--- config.mk ---
export PLATFORM = sky130hd
export DESIGN_NAME = mtp3_message_discriminator_top
export DESIGN_NICKNAME = d
export VERILOG_FILES = /design/src/rtl/md_pkg.sv /design/src/rtl/md_ram.sv /design/src/rtl/mtp3_message_discriminator_top.sv
export VERILOG_INCLUDE_DIRS = /design/src /design/src/rtl
export SDC_FILE = /design/constraint.sdc
export NUM_CORES = 1
export LEC_CHECK = 0
export ABC_CLOCK_PERIOD_IN_PS = 16700
export CORE_UTILIZATION = 30
export CTS_BUF_LIST = sky130_fd_sc_hd__clkbuf_4 sky130_fd_sc_hd__clkbuf_8
export DETAILED_ROUTE_END_ITERATION = 7
export DONT_BUFFER_PORTS = 1
export PLACE_DENSITY_LB_ADDON = 0.1
export SYNTH_ARGS = -nofsm -noshare
export SYNTH_HDL_FRONTEND = slang
export SYNTH_SLANG_ARGS = --single-unit
--- constraint.sdc ---
create_clock -name clk -period 16.7 [get_ports clk]
set_input_delay 0.835 -clock clk [delete_from_list [all_inputs] [get_ports clk]]
set_output_delay 0.835 -clock clk [all_outputs]
set_load 0.02 [all_outputs]
--- src/rtl/mtp3_message_discriminator_top_macros.svh ---
// assertion macros for the mtp3 message discriminator
`ifndef MTP3_MESSAGE_DISCRIMINATOR_TOP_MACROS_SVH
`define MTP3_MESSAGE_DISCRIMINATOR_TOP_MACROS_SVH
// implication checked on every clock edge outside reset
`define MD_ASSERT_IMP(label, ante, cons, msg) \
    label: assert property (@(posedge clk) disable iff (!rst_n) (ante) |-> (cons)) \
        else $error(msg);
// next-cycle implication
`define MD_ASSERT_NXT(label, ante, cons, msg) \
    label: assert property (@(posedge clk) disable iff (!rst_n) (ante) |=> (cons)) \
        else $error(msg);
`endif

--- src/rtl/md_pkg.sv ---
// package: constants, types and helpers of the mtp3 message discriminator
`default_nettype none
package md_pkg;
    localparam int MAX_PATTERN_DEF = 15;
    localparam logic [3:0] SI_NET_MNG = 4'd0;
    localparam logic [3:0] SI_STD_TEST = 4'd1;
    localparam logic [3:0] SI_ISUP = 4'd5;

    localparam logic [1:0] KIND_VERDICT = 2'd0;
    localparam logic [1:0] KIND_REPLY = 2'd1;
    localparam logic [1:0] KIND_ISUP = 2'd2;

    localparam logic [3:0] V_WRONG_NI = 4'd0;
    localparam logic [3:0] V_WRONG_DPC = 4'd1;
    localparam logic [3:0] V_SLTA_SENT = 4'd2;
    localparam logic [3:0] V_LINK_UP = 4'd3;
    localparam logic [3:0] V_SLTM_SENT = 4'd4;
    localparam logic [3:0] V_ISUP_DONE = 4'd5;
    localparam logic [3:0] V_IGNORED = 4'd6;
    localparam logic [3:0] V_TEST_FAIL = 4'd7;
    localparam logic [3:0] V_MGMT_UNH = 4'd8;

    localparam logic [1:0] REG_VARIANT = 2'd0;
    localparam logic [1:0] REG_OWN_PC = 2'd1;
    localparam logic [1:0] REG_NI = 2'd2;
    localparam logic [1:0] REG_LINK_COUNT = 2'd3;

    localparam logic [7:0] H_SLTA = 8'h21;
    localparam logic [7:0] H_SLTM = 8'h11;
    localparam int FIXED_LEN = 10;

    typedef enum logic [2:0] {
        ST_IDLE,
        ST_READ,
        ST_STORE,
        ST_EMIT,
        ST_CLEAR
    } state_t;

    typedef struct packed {
        logic [1:0] kind;
        logic [3:0] verdict;
        logic [7:0] out_byte;
        logic [3:0] link_index;
        logic       last_out;
    } result_t;

    function automatic logic [7:0] fixed_byte(input logic [3:0] i);
        logic [7:0] r;
        begin
            case (i)
                4'd0: r = 8'h32;
                4'd1: r = 8'h35;
                4'd2: r = 8'h36;
                4'd3: r = 8'h34;
                4'd4: r = 8'h32;
                4'd5: r = 8'h38;
                4'd6: r = 8'h36;
                4'd7: r = 8'h32;
                4'd8: r = 8'h38;
                default: r = 8'h38;
            endcase
            return r;
        end
    endfunction
endpackage
`default_nettype wire

--- src/rtl/md_ram.sv ---
// generic simple dual-port ram (one write port, one read port) with registered read
`default_nettype none
module md_ram #(
    parameter int WIDTH = 8,
    parameter int DEPTH = 16
) (
    input  wire logic                     clk,
    input  wire logic                     we,
    input  wire logic [$clog2(DEPTH)-1:0] waddr,
    input  wire logic [WIDTH-1:0]         wdata,
    input  wire logic [$clog2(DEPTH)-1:0] raddr,
    output logic      [WIDTH-1:0]         rdata
);
    logic [WIDTH-1:0] mem [DEPTH];

    always_ff @(posedge clk)
    begin
        if (we)
        begin
            mem[waddr] <= wdata;
        end
        rdata <= mem[raddr];
    end
endmodule
`default_nettype wire

--- src/rtl/mtp3_message_discriminator_top.sv ---
// top level of the mtp3 message discriminator
`default_nettype none
// Takes one SS7 MSU byte per request, SIO first. The SIO, routing label,
// heading and length byte are kept in flops, and the test pattern is filed in
// a 32-entry message memory where entry i holds pattern byte i. Each ordinary
// byte passes through accept, file and decide before the next request is
// taken. A byte that is forwarded as ISUP payload takes an extra decide step,
// plus any time the output spends stalled while that byte waits to leave.
// On the final byte, the verdict and then the reply burst leave one result per
// cycle while the output is not stalled (up to 26 results). A clearing pass
// then zeroes all 32 entries of the message memory, and no request is taken
// during that pass. The same clearing pass runs after reset, before the first
// request. Results leave through a single result register. A result waiting
// there holds up the next result and the byte that produces it.
module mtp3_message_discriminator_top #(
    parameter int MAX_PATTERN = md_pkg::MAX_PATTERN_DEF
) (
    input  wire logic        clk,
    input  wire logic        rst_n,
    input  wire logic        cfg_we,
    input  wire logic [1:0]  cfg_index,
    input  wire logic [23:0] cfg_data,
    input  wire logic        in_valid,
    output logic             in_stall,
    input  wire logic [7:0]  msg_byte,
    input  wire logic        last,
    input  wire logic [3:0]  link_code,
    input  wire logic [23:0] link_peer_point_code,
    output logic             out_valid,
    input  wire logic        out_stall,
    output logic [1:0]       kind,
    output logic [3:0]       verdict,
    output logic [7:0]       out_byte,
    output logic [3:0]       link_index,
    output logic             last_out
);
    import md_pkg::*;
    `include "mtp3_message_discriminator_top_macros.svh"

    localparam int MEM_DEPTH = 32;
    localparam int AW = 5;

    // configuration
    logic        variant_reg;
    logic [23:0] own_pc_reg;
    logic [1:0]  ni_reg;
    logic [4:0]  link_count_reg;

    always_ff @(posedge clk or negedge rst_n)
    begin
        if (!rst_n)
        begin
            variant_reg    <= 1'b0;
            own_pc_reg     <= '0;
            ni_reg         <= '0;
            link_count_reg <= 5'd1;
        end
        else if (cfg_we)
        begin
            unique case (cfg_index)
                REG_VARIANT:    variant_reg    <= cfg_data[0];
                REG_OWN_PC:     own_pc_reg     <= cfg_data;
                REG_NI:         ni_reg         <= cfg_data[1:0];
                REG_LINK_COUNT: link_count_reg <= cfg_data[4:0];
                default:        ;
            endcase
        end
    end

    // message memory: pattern bytes, entry i is pattern byte i
    // a pattern byte's entry follows the variant in force when it arrives
    logic          ram_we;
    logic [AW-1:0] ram_waddr, ram_raddr;
    logic [7:0]    ram_wdata, ram_rdata;

    md_ram #(.WIDTH(8), .DEPTH(MEM_DEPTH)) u_msg_ram (
        .clk  (clk),
        .we   (ram_we),
        .waddr(ram_waddr),
        .wdata(ram_wdata),
        .raddr(ram_raddr),
        .rdata(ram_rdata)
    );

    // header fields are shadowed in flops, the pattern lives only in memory
    // (label shadow keeps dpc/opc decode cheap at the end)
    state_t      state_reg, state_next;
    logic [4:0]  pos_reg, pos_next;
    logic [7:0]  sio_reg, sio_next;
    logic [7:0]  lab_reg [7];
    logic [7:0]  head_reg, head_next;
    logic [7:0]  plen_reg, plen_next;
    logic [7:0]  byte_reg;
    logic        last_reg;
    logic [3:0]  slc_reg;
    logic [23:0] peer_reg;
    logic [4:0]  cnt_reg, cnt_next;
    logic [4:0]  total_reg, total_next;
    logic [3:0]  link_reg, link_next;
    logic        lab_we;
    logic [2:0]  lab_idx;
    result_t     res_reg, res_next;
    logic        ovalid_reg, ovalid_next;
    logic        isup_pending_reg, isup_pending_next;

    // label decode
    logic [4:0]  rl;
    logic [23:0] dpc, opc, own_pc, peer_pc;
    logic        ni_ok, dpc_ok;
    logic [3:0]  si, h0, h1;
    logic [3:0]  psize;
    logic [4:0]  lc;
    logic [8:0]  mod_rem;
    logic [3:0]  link_mod;

    always_comb
    begin
        rl = variant_reg ? 5'd7 : 5'd4;
        if (variant_reg)
        begin
            dpc = {lab_reg[2], lab_reg[1], lab_reg[0]};
            opc = {lab_reg[5], lab_reg[4], lab_reg[3]};
            own_pc = own_pc_reg;
            peer_pc = link_peer_point_code;
        end
        else
        begin
            dpc = {10'd0, lab_reg[1][5:0], lab_reg[0]};
            opc = {10'd0, lab_reg[3][3:0], lab_reg[2], lab_reg[1][7:6]};
            own_pc = {10'd0, own_pc_reg[13:0]};
            peer_pc = {10'd0, link_peer_point_code[13:0]};
        end
        peer_pc = variant_reg ? peer_reg : {10'd0, peer_reg[13:0]};
        ni_ok = (sio_reg[7:6] == ni_reg);
        dpc_ok = (dpc == own_pc);
        si = sio_reg[3:0];
        h0 = head_reg[3:0];
        h1 = head_reg[7:4];
        psize = (plen_reg[7:4] > 4'(MAX_PATTERN)) ? 4'(MAX_PATTERN) : plen_reg[7:4];
        lc = (link_count_reg == 5'd0) ? 5'd1 : link_count_reg;
        // slc modulo lc by restoring division, one compare and subtract per quotient bit
        mod_rem = {5'd0, slc_reg};
        if (mod_rem >= {1'b0, lc, 3'd0}) mod_rem = mod_rem - {1'b0, lc, 3'd0};
        if (mod_rem >= {2'b0, lc, 2'd0}) mod_rem = mod_rem - {2'b0, lc, 2'd0};
        if (mod_rem >= {3'b0, lc, 1'b0}) mod_rem = mod_rem - {3'b0, lc, 1'b0};
        if (mod_rem >= {4'b0, lc}) mod_rem = mod_rem - {4'b0, lc};
        link_mod = mod_rem[3:0];
    end

    // reply sequence: index into the burst built from header flops and memory
    logic       sltm_reply;
    logic [23:0] r_dpc;
    logic [7:0]  reply_byte;
    logic [4:0]  body;
    always_comb
    begin
        sltm_reply = (si == SI_NET_MNG);
        r_dpc = sltm_reply ? peer_pc : opc;
        reply_byte = 8'd0;
        body = cnt_reg - 5'd1;
        if (cnt_reg == 5'd1)
        begin
            reply_byte = {ni_reg, 2'b00, SI_STD_TEST};
        end
        else if (body <= rl)
        begin
            if (variant_reg)
            begin
                case (body)
                    5'd1: reply_byte = r_dpc[7:0];
                    5'd2: reply_byte = r_dpc[15:8];
                    5'd3: reply_byte = r_dpc[23:16];
                    5'd4: reply_byte = own_pc[7:0];
                    5'd5: reply_byte = own_pc[15:8];
                    5'd6: reply_byte = own_pc[23:16];
                    default: reply_byte = {4'd0, slc_reg};
                endcase
            end
            else
            begin
                case (body)
                    5'd1: reply_byte = r_dpc[7:0];
                    5'd2: reply_byte = {own_pc[1:0], r_dpc[13:8]};
                    5'd3: reply_byte = own_pc[9:2];
                    default: reply_byte = {slc_reg, own_pc[13:10]};
                endcase
            end
        end
        else if (body == rl + 5'd1)
        begin
            reply_byte = sltm_reply ? H_SLTM : H_SLTA;
        end
        else if (body == rl + 5'd2)
        begin
            reply_byte = sltm_reply ? 8'hA0 : {psize, 4'd0};
        end
        else
        begin
            reply_byte = sltm_reply ? fixed_byte(4'(body - rl - 5'd3)) : ram_rdata;
        end
    end

    logic       out_free;

    always_comb
    begin
        state_next = state_reg;
        pos_next = pos_reg;
        sio_next = sio_reg;
        head_next = head_reg;
        plen_next = plen_reg;
        cnt_next = cnt_reg;
        total_next = total_reg;
        link_next = link_reg;
        res_next = res_reg;
        ovalid_next = ovalid_reg;
        isup_pending_next = isup_pending_reg;
        ram_we = 1'b0;
        ram_waddr = pos_reg;
        ram_wdata = byte_reg;
        ram_raddr = pos_reg;
        lab_we = 1'b0;
        lab_idx = 3'(pos_reg - 5'd1);
        in_stall = 1'b1;
        out_free = !ovalid_reg || !out_stall;
        if (ovalid_reg && !out_stall) ovalid_next = 1'b0;

        unique case (state_reg)
            ST_IDLE:
            begin
                in_stall = 1'b0;
                if (in_valid) state_next = ST_READ;
            end
            ST_READ:
            begin
                // file the byte at its position
                state_next = ST_STORE;
                if (pos_reg == 5'd0)
                begin
                    sio_next = byte_reg;
                end
                else if (pos_reg <= rl)
                begin
                    lab_we = 1'b1;
                end
                else if (pos_reg == rl + 5'd1)
                begin
                    head_next = byte_reg;
                end
                else if (pos_reg == rl + 5'd2)
                begin
                    plen_next = byte_reg;
                end
                else if (pos_reg - rl - 5'd3 < 5'(MAX_PATTERN))
                begin
                    ram_we = 1'b1;
                    ram_waddr = pos_reg - rl - 5'd3;
                end
            end
            ST_STORE:
            begin
                // isup forward, then verdict prep
                if (!isup_pending_reg && pos_reg > rl && si == SI_ISUP && ni_ok && dpc_ok)
                begin
                    isup_pending_next = 1'b1;
                end
                if (isup_pending_reg || (pos_reg > rl && si == SI_ISUP && ni_ok && dpc_ok
                    && !isup_pending_reg))
                begin
                    if (out_free && isup_pending_reg)
                    begin
                        res_next = '{KIND_ISUP, 4'd0, byte_reg, 4'd0, !last_reg};
                        res_next.last_out = !last_reg;
                        ovalid_next = 1'b1;
                        isup_pending_next = 1'b0;
                        if (!last_reg)
                        begin
                            if (pos_reg != 5'd31) pos_next = pos_reg + 5'd1;
                            state_next = ST_IDLE;
                        end
                        else
                        begin
                            cnt_next = 5'd0;
                            state_next = ST_EMIT;
                        end
                    end
                end
                else if (!last_reg)
                begin
                    if (pos_reg != 5'd31) pos_next = pos_reg + 5'd1;
                    state_next = ST_IDLE;
                end
                else
                begin
                    cnt_next = 5'd0;
                    state_next = ST_EMIT;
                end
                link_next = link_mod;
                ram_raddr = 5'd0;
            end
            ST_EMIT:
            begin
                // cnt 0 verdict, then reply bytes; memory read one ahead
                ram_raddr = 5'(cnt_reg - rl - 5'd3);
                if (out_free)
                begin
                    ovalid_next = 1'b1;
                    if (cnt_reg == 5'd0)
                    begin
                        res_next = '{KIND_VERDICT, V_IGNORED, 8'd0, 4'd0, 1'b1};
                        total_next = 5'd0;
                        if (!ni_ok) res_next.verdict = V_WRONG_NI;
                        else if (!dpc_ok) res_next.verdict = V_WRONG_DPC;
                        else if (si == SI_STD_TEST)
                        begin
                            if (h0 == 4'd1 && h1 == 4'd1)
                            begin
                                res_next.verdict = V_SLTA_SENT;
                                total_next = rl + 5'd3 + 5'(psize);
                            end
                            else if (h0 == 4'd1 && h1 == 4'd2) res_next.verdict = V_LINK_UP;
                            else res_next.verdict = V_TEST_FAIL;
                        end
                        else if (si == SI_ISUP) res_next.verdict = V_ISUP_DONE;
                        else if (si == SI_NET_MNG)
                        begin
                            if (h0 == 4'd7 && h1 == 4'd1)
                            begin
                                res_next.verdict = V_SLTM_SENT;
                                total_next = rl + 5'd3 + 5'(FIXED_LEN);
                            end
                            else res_next.verdict = V_MGMT_UNH;
                        end
                        res_next.last_out = (total_next == 5'd0);
                        if (total_next == 5'd0) state_next = ST_CLEAR;
                        cnt_next = 5'd1;
                        ram_raddr = 5'd0;
                    end
                    else
                    begin
                        res_next = '{KIND_REPLY, 4'd0, reply_byte, link_reg,
                                     cnt_reg == total_reg};
                        cnt_next = cnt_reg + 5'd1;
                        if (cnt_reg == total_reg) state_next = ST_CLEAR;
                    end
                end
                else
                begin
                    ram_raddr = 5'(cnt_reg - rl - 5'd4);
                end
            end
            ST_CLEAR:
            begin
                // zero the message memory, one entry a cycle
                ram_we = 1'b1;
                ram_waddr = cnt_reg;
                ram_wdata = 8'd0;
                cnt_next = cnt_reg + 5'd1;
                sio_next = 8'd0;
                head_next = 8'd0;
                plen_next = 8'd0;
                pos_next = 5'd0;
                if (cnt_reg == 5'd31) state_next = ST_IDLE;
            end
            default: state_next = ST_IDLE;
        endcase
        if (state_reg == ST_EMIT && state_next == ST_CLEAR) cnt_next = 5'd0;
    end

    always_ff @(posedge clk or negedge rst_n)
    begin
        if (!rst_n)
        begin
            state_reg        <= ST_CLEAR;
            pos_reg          <= '0;
            sio_reg          <= '0;
            head_reg         <= '0;
            plen_reg         <= '0;
            cnt_reg          <= '0;
            total_reg        <= '0;
            link_reg         <= '0;
            ovalid_reg       <= 1'b0;
            isup_pending_reg <= 1'b0;
            for (int i = 0; i < 7; i++) lab_reg[i] <= '0;
        end
        else
        begin
            state_reg        <= state_next;
            pos_reg          <= pos_next;
            sio_reg          <= sio_next;
            head_reg         <= head_next;
            plen_reg         <= plen_next;
            cnt_reg          <= cnt_next;
            total_reg        <= total_next;
            link_reg         <= link_next;
            ovalid_reg       <= ovalid_next;
            isup_pending_reg <= isup_pending_next;
            if (lab_we) lab_reg[lab_idx] <= byte_reg;
            if (state_reg == ST_CLEAR)
            begin
                for (int i = 0; i < 7; i++) lab_reg[i] <= '0;
            end
        end
    end

    // request capture and result register
    always_ff @(posedge clk)
    begin
        if (state_reg == ST_IDLE && in_valid)
        begin
            byte_reg <= msg_byte;
            last_reg <= last;
            slc_reg  <= link_code;
            peer_reg <= link_peer_point_code;
        end
        res_reg <= res_next;
    end

    assign out_valid  = ovalid_reg;
    assign kind       = res_reg.kind;
    assign verdict    = res_reg.verdict;
    assign out_byte   = res_reg.out_byte;
    assign link_index = res_reg.link_index;
    assign last_out   = res_reg.last_out;

    `MD_ASSERT_IMP(a_no_accept_busy, state_reg != ST_IDLE, in_stall, "request taken while busy")
    `MD_ASSERT_NXT(a_hold_result, out_valid && out_stall, out_valid && $stable(res_reg),
        "stalled result changed")
    `MD_ASSERT_IMP(a_clear_no_out, state_reg == ST_CLEAR && !out_valid, !ram_we || ram_wdata == 8'd0,
        "clearing pass wrote data")
endmodule
`default_nettype wire

==> impl_metrics.csv <==
group,metric,value,unit
sta,finalClockSkew,0.04389,ns
final_layout,final_nets,1867,
power,pwr_density_cell,179.6,mW/mm2
worst_setup_path,setup_crit_end,"link_reg[0]$_DFFE_PN0P_",
final_layout,final_cell_mix,"edfxtp_1, nand2_1, nor2_1",
sta,maxSlewHeadroom,0.2874,
worst_hold_path,timing.hold.worst.class,"input port to asynchronous set/reset pin",
clocking,h_tree_lvl_count,3,
sta,post-route-period-util,0.4601,
worst_setup_path,r2r_end,"link_reg[0]$_DFFE_PN0P_",
global_routing,global_route_wire_length_before_repair,95.53,mm
worst_setup_path,crit_path_top_delay_cell,"dfrtp_1",
sta,final_critical_path_setup_slack,9.017,ns
worst_setup_path,rrSetupSlack,9.02,ns
floorplanning,chipWidth,268.3,um
global_routing,grt_start_max_net_pins,121,
flow_run,drv.max_cap_violation_count,0,
worst_setup_path,cpMostUsedCell,"ha_1",
global_routing,gr-total-overflow,0,
placed_design,dpl_hpwl,41.68,mm
synthesis,synth.net_count,1846,
sta,final_setup_tns,0,ns
synthesis,ys_seq_area_frac,0.5917,
floorplanning,floorplan.initialDensity,0.3037,
worst_setup_path,crit_path_start_kind,"flop",
power,total_leakage_power,8.902,nW
placed_design,dp_worst_setup_slack,8.952,ns
global_routing,global_route.usage.total,0.1791,
global_routing,grt.met1_usage,0.2421,
route,route.detailed.drc,0,
final_layout,drive_gt1_frac,0.1541,
synthesis,postSynthCellCount,1720,
floorplanning,num_rows,97,
synthesis,synth-seq-cells,442,
synthesis,post_syn_area,0.02127,mm2
clocking,post_cts_buffers,0,
synthesis,syn_area_per_cell,12.37,um2
clocking,cts_tree,"done",
route,drtAntennaViolNets,0,
sta,finalHoldViolations,0,
outcome,run_status,"finished, final reports clean",
clocking,ctsRootBufferMaster,"clkbuf_8",
sta,transition_time_of_the_tightest_slew_check_pin,1.065,ns
route,post_drt_wl_per_cell,23.16,um
power,vdd_ir_drop_max,0.07500,mV
worst_setup_path,critPathArrivalTime,8.26,ns
sta,rsz0062_at_grt,"false",
synthesis,post_synth_arst_share,0.2760,
global_routing,busiest_layer,"met2",
global_routing,grt_pass1_vias,14414,
floorplanning,pin_count,89,
worst_setup_path,required,17.28,ns
floorplanning,coreArea,0.07003,mm2
worst_setup_path,worst_path_largest_cell_delay,0.49,ns
placed_design,gp_congestion,0.8245,
route,routed_via_density,5.136,
worst_setup_path,worst-r2r-cell-count,34,
global_routing,met2_usage,0.2964,
synthesis,synthDominantCellAreaShare,0.4405,
placed_design,port_buffers,0,
floorplanning,chip_height,268.3,um
clocking,cts_made_buffers,85,
route,dr.first_iter.drc_count,890,
floorplanning,die_area,0.07196,mm2
worst_setup_path,endpoint_kind,"flop",
worst_setup_path,r2r_start,"link_count_reg[2]$_DFFE_PN0P_",
final_layout,areaGrowthSynthToFinish,12.91,%
route,wl,63.79,mm
worst_setup_path,timing.critical_path.from,"link_count_reg[2]$_DFFE_PN0P_",
sta,report.final.slew_viol_count,0,
worst_setup_path,worst-path-max-fanout,11,
clocking,insertion_delay,0.67,ns
global_routing,met3_track_utilization_from_global_routing,0.02676,
clocking,tritoncts_sink_count,442,
synthesis,ys.warnings.count,0,
final_layout,number_of_flip_flops_under_the_largest_register_name,256,
global_routing,antenna_found_initial,1,
route,number_of_vias_after_detailed_routing,14144,
sta,setup_violations,0,
synthesis,synth_area_leaders,"edfxtp_1, dfrtp_1, nand2_1",
synthesis,synth_cell_type_count,97,
synthesis,synth_edf_count,312,
sta,fmaxAchievable,0.1302,GHz
final_layout,most_common_cell_after_layout_fill_and_taps_aside,"edfxtp_1",
clocking,path_clk_slew,0.06,ns
synthesis,synth_top_cell_by_area,"edfxtp_1",
sta,post-route-min-period,7.683,ns
synthesis,synth_top_flop_cell,"edfxtp_1",
route,drt_pre_antenna_iters,5,
clocking,clockBufferDepth,3,
worst_setup_path,path_class,"flop to flop",
[how the worst min path moves through the flow]
stage | start | to | slack [ns]
after detailed placement | link_reg[2]$_DFFE_PN0P_ | link_reg[2]$_DFFE_PN0P_ | 0.48
after global routing | rst_n | own_pc_reg[13]$_DFFE_PN0P_ | 0.13
after global placement | total_reg[2]$_DFFE_PN0P_ | total_reg[2]$_DFFE_PN0P_ | 0.49
final | rst_n | own_pc_reg[13]$_DFFE_PN0P_ | 0.1
after CTS | rst_n | own_pc_reg[13]$_DFFE_PN0P_ | 0.13
after floorplan | link_reg[0]$_DFFE_PN0P_ | link_reg[0]$_DFFE_PN0P_ | 0.45
[repair_timing]
item,CTS,global route
hold buffers,2,0
resized for setup,0,0
hold endpoints to repair,120,0
[layer usage]
| layer | up-vias | routed length, um |
|---|---|---|
| met2 | 325 | 30660 |
| met4 | 0 | 1382 |
| met3 | 101 | 2382 |
| met1 | 7184 | 29370 |
| met5 | - | 0 |
| li1 | 6534 | - |
[worst max-delay path: cells and delay by family, from the launching register on]
kind                     cells  cell delay (ns)
adder cells (fa/ha/maj)      5             1.41
AND/OR/NAND/NOR             10             1.27
AO/OA/AOI/OAI               13             3.12
buffers and inverters        3             0.31
multiplexers                 3             1.00
flip-flops                   1             0.49
[layout make-up]
type / count / area (um2)
clock inverter: 38 / 265.3
fill: 6953 / 46020
inverter: 43 / 161.4
timing repair buffer: 28 / 232.7
antenna: 3 / 7.507
tap: 940 / 1176
sequential: 442 / 12580
clock buffer: 119 / 1469
multi-input combinational: 1141 / 8117
[logic make-up (layout without fill, tap and decap cells)]
group                    Yosys count  after routing  synth area share
XOR/XNOR                          57             57           0.02347
other                              0              3                 0
buffers and inverters            137            228           0.02918
flip-flops                       442            442            0.5917
multiplexers                     144            144           0.08007
AO/OA/AOI/OAI                    368            368            0.1243
adder cells (fa/ha/maj)           58             58           0.03624
AND/OR/NAND/NOR                  514            514            0.1151
[cell usage after synthesis, drive strengths merged (9+ instances only)]
master	n
mux4	16
ha	52
and2	15
a221oi	10
a2111oi	11
nor2	133
o21ai	49
xor2	13
buf	49
a211oi	29
mux2i	79
nor2b	22
a32oi	26
dfrtp	120
nand3	31
a21o	32
inv	43
o22ai	9
a22oi	10
edfxtp	312
nand4	14
nand2	212
xnor2	44
a311oi	28
nor3	20
a21oi	97
nor4	12
mux2	49
clkbuf	45
and3	14
[power breakdown]
group | leakage, nW | switching, mW | internal [mW]
clock | 0.939 | 0.495 | 0.605
sequential | 4.48 | 0.159 | 1.41
combinational | 3.48 | 1.07 | 0.574
[through the flow]
step / instances / hold WS (ns) / area [um2] / util / power (mW)
6_report: 2754 / 0.09932 / 24010 / 0.3429 / 4.314
5_1_grt: 2754 / 0.1261 / 24010 / 0.3429 / 4.578
4_1_cts: 2751 / 0.1298 / 24010 / 0.3428 / 4.365
3_5_place_dp: 2592 / 0.4846 / 22230 / 0.3175 / 3.240
3_3_place_gp: 2592 / 0.4874 / 22230 / 0.3175 / 3.227
2_1_floorplan: 1720 / 0.4474 / 21270 / - / 2.707
Power figures use the tool's default switching activity.
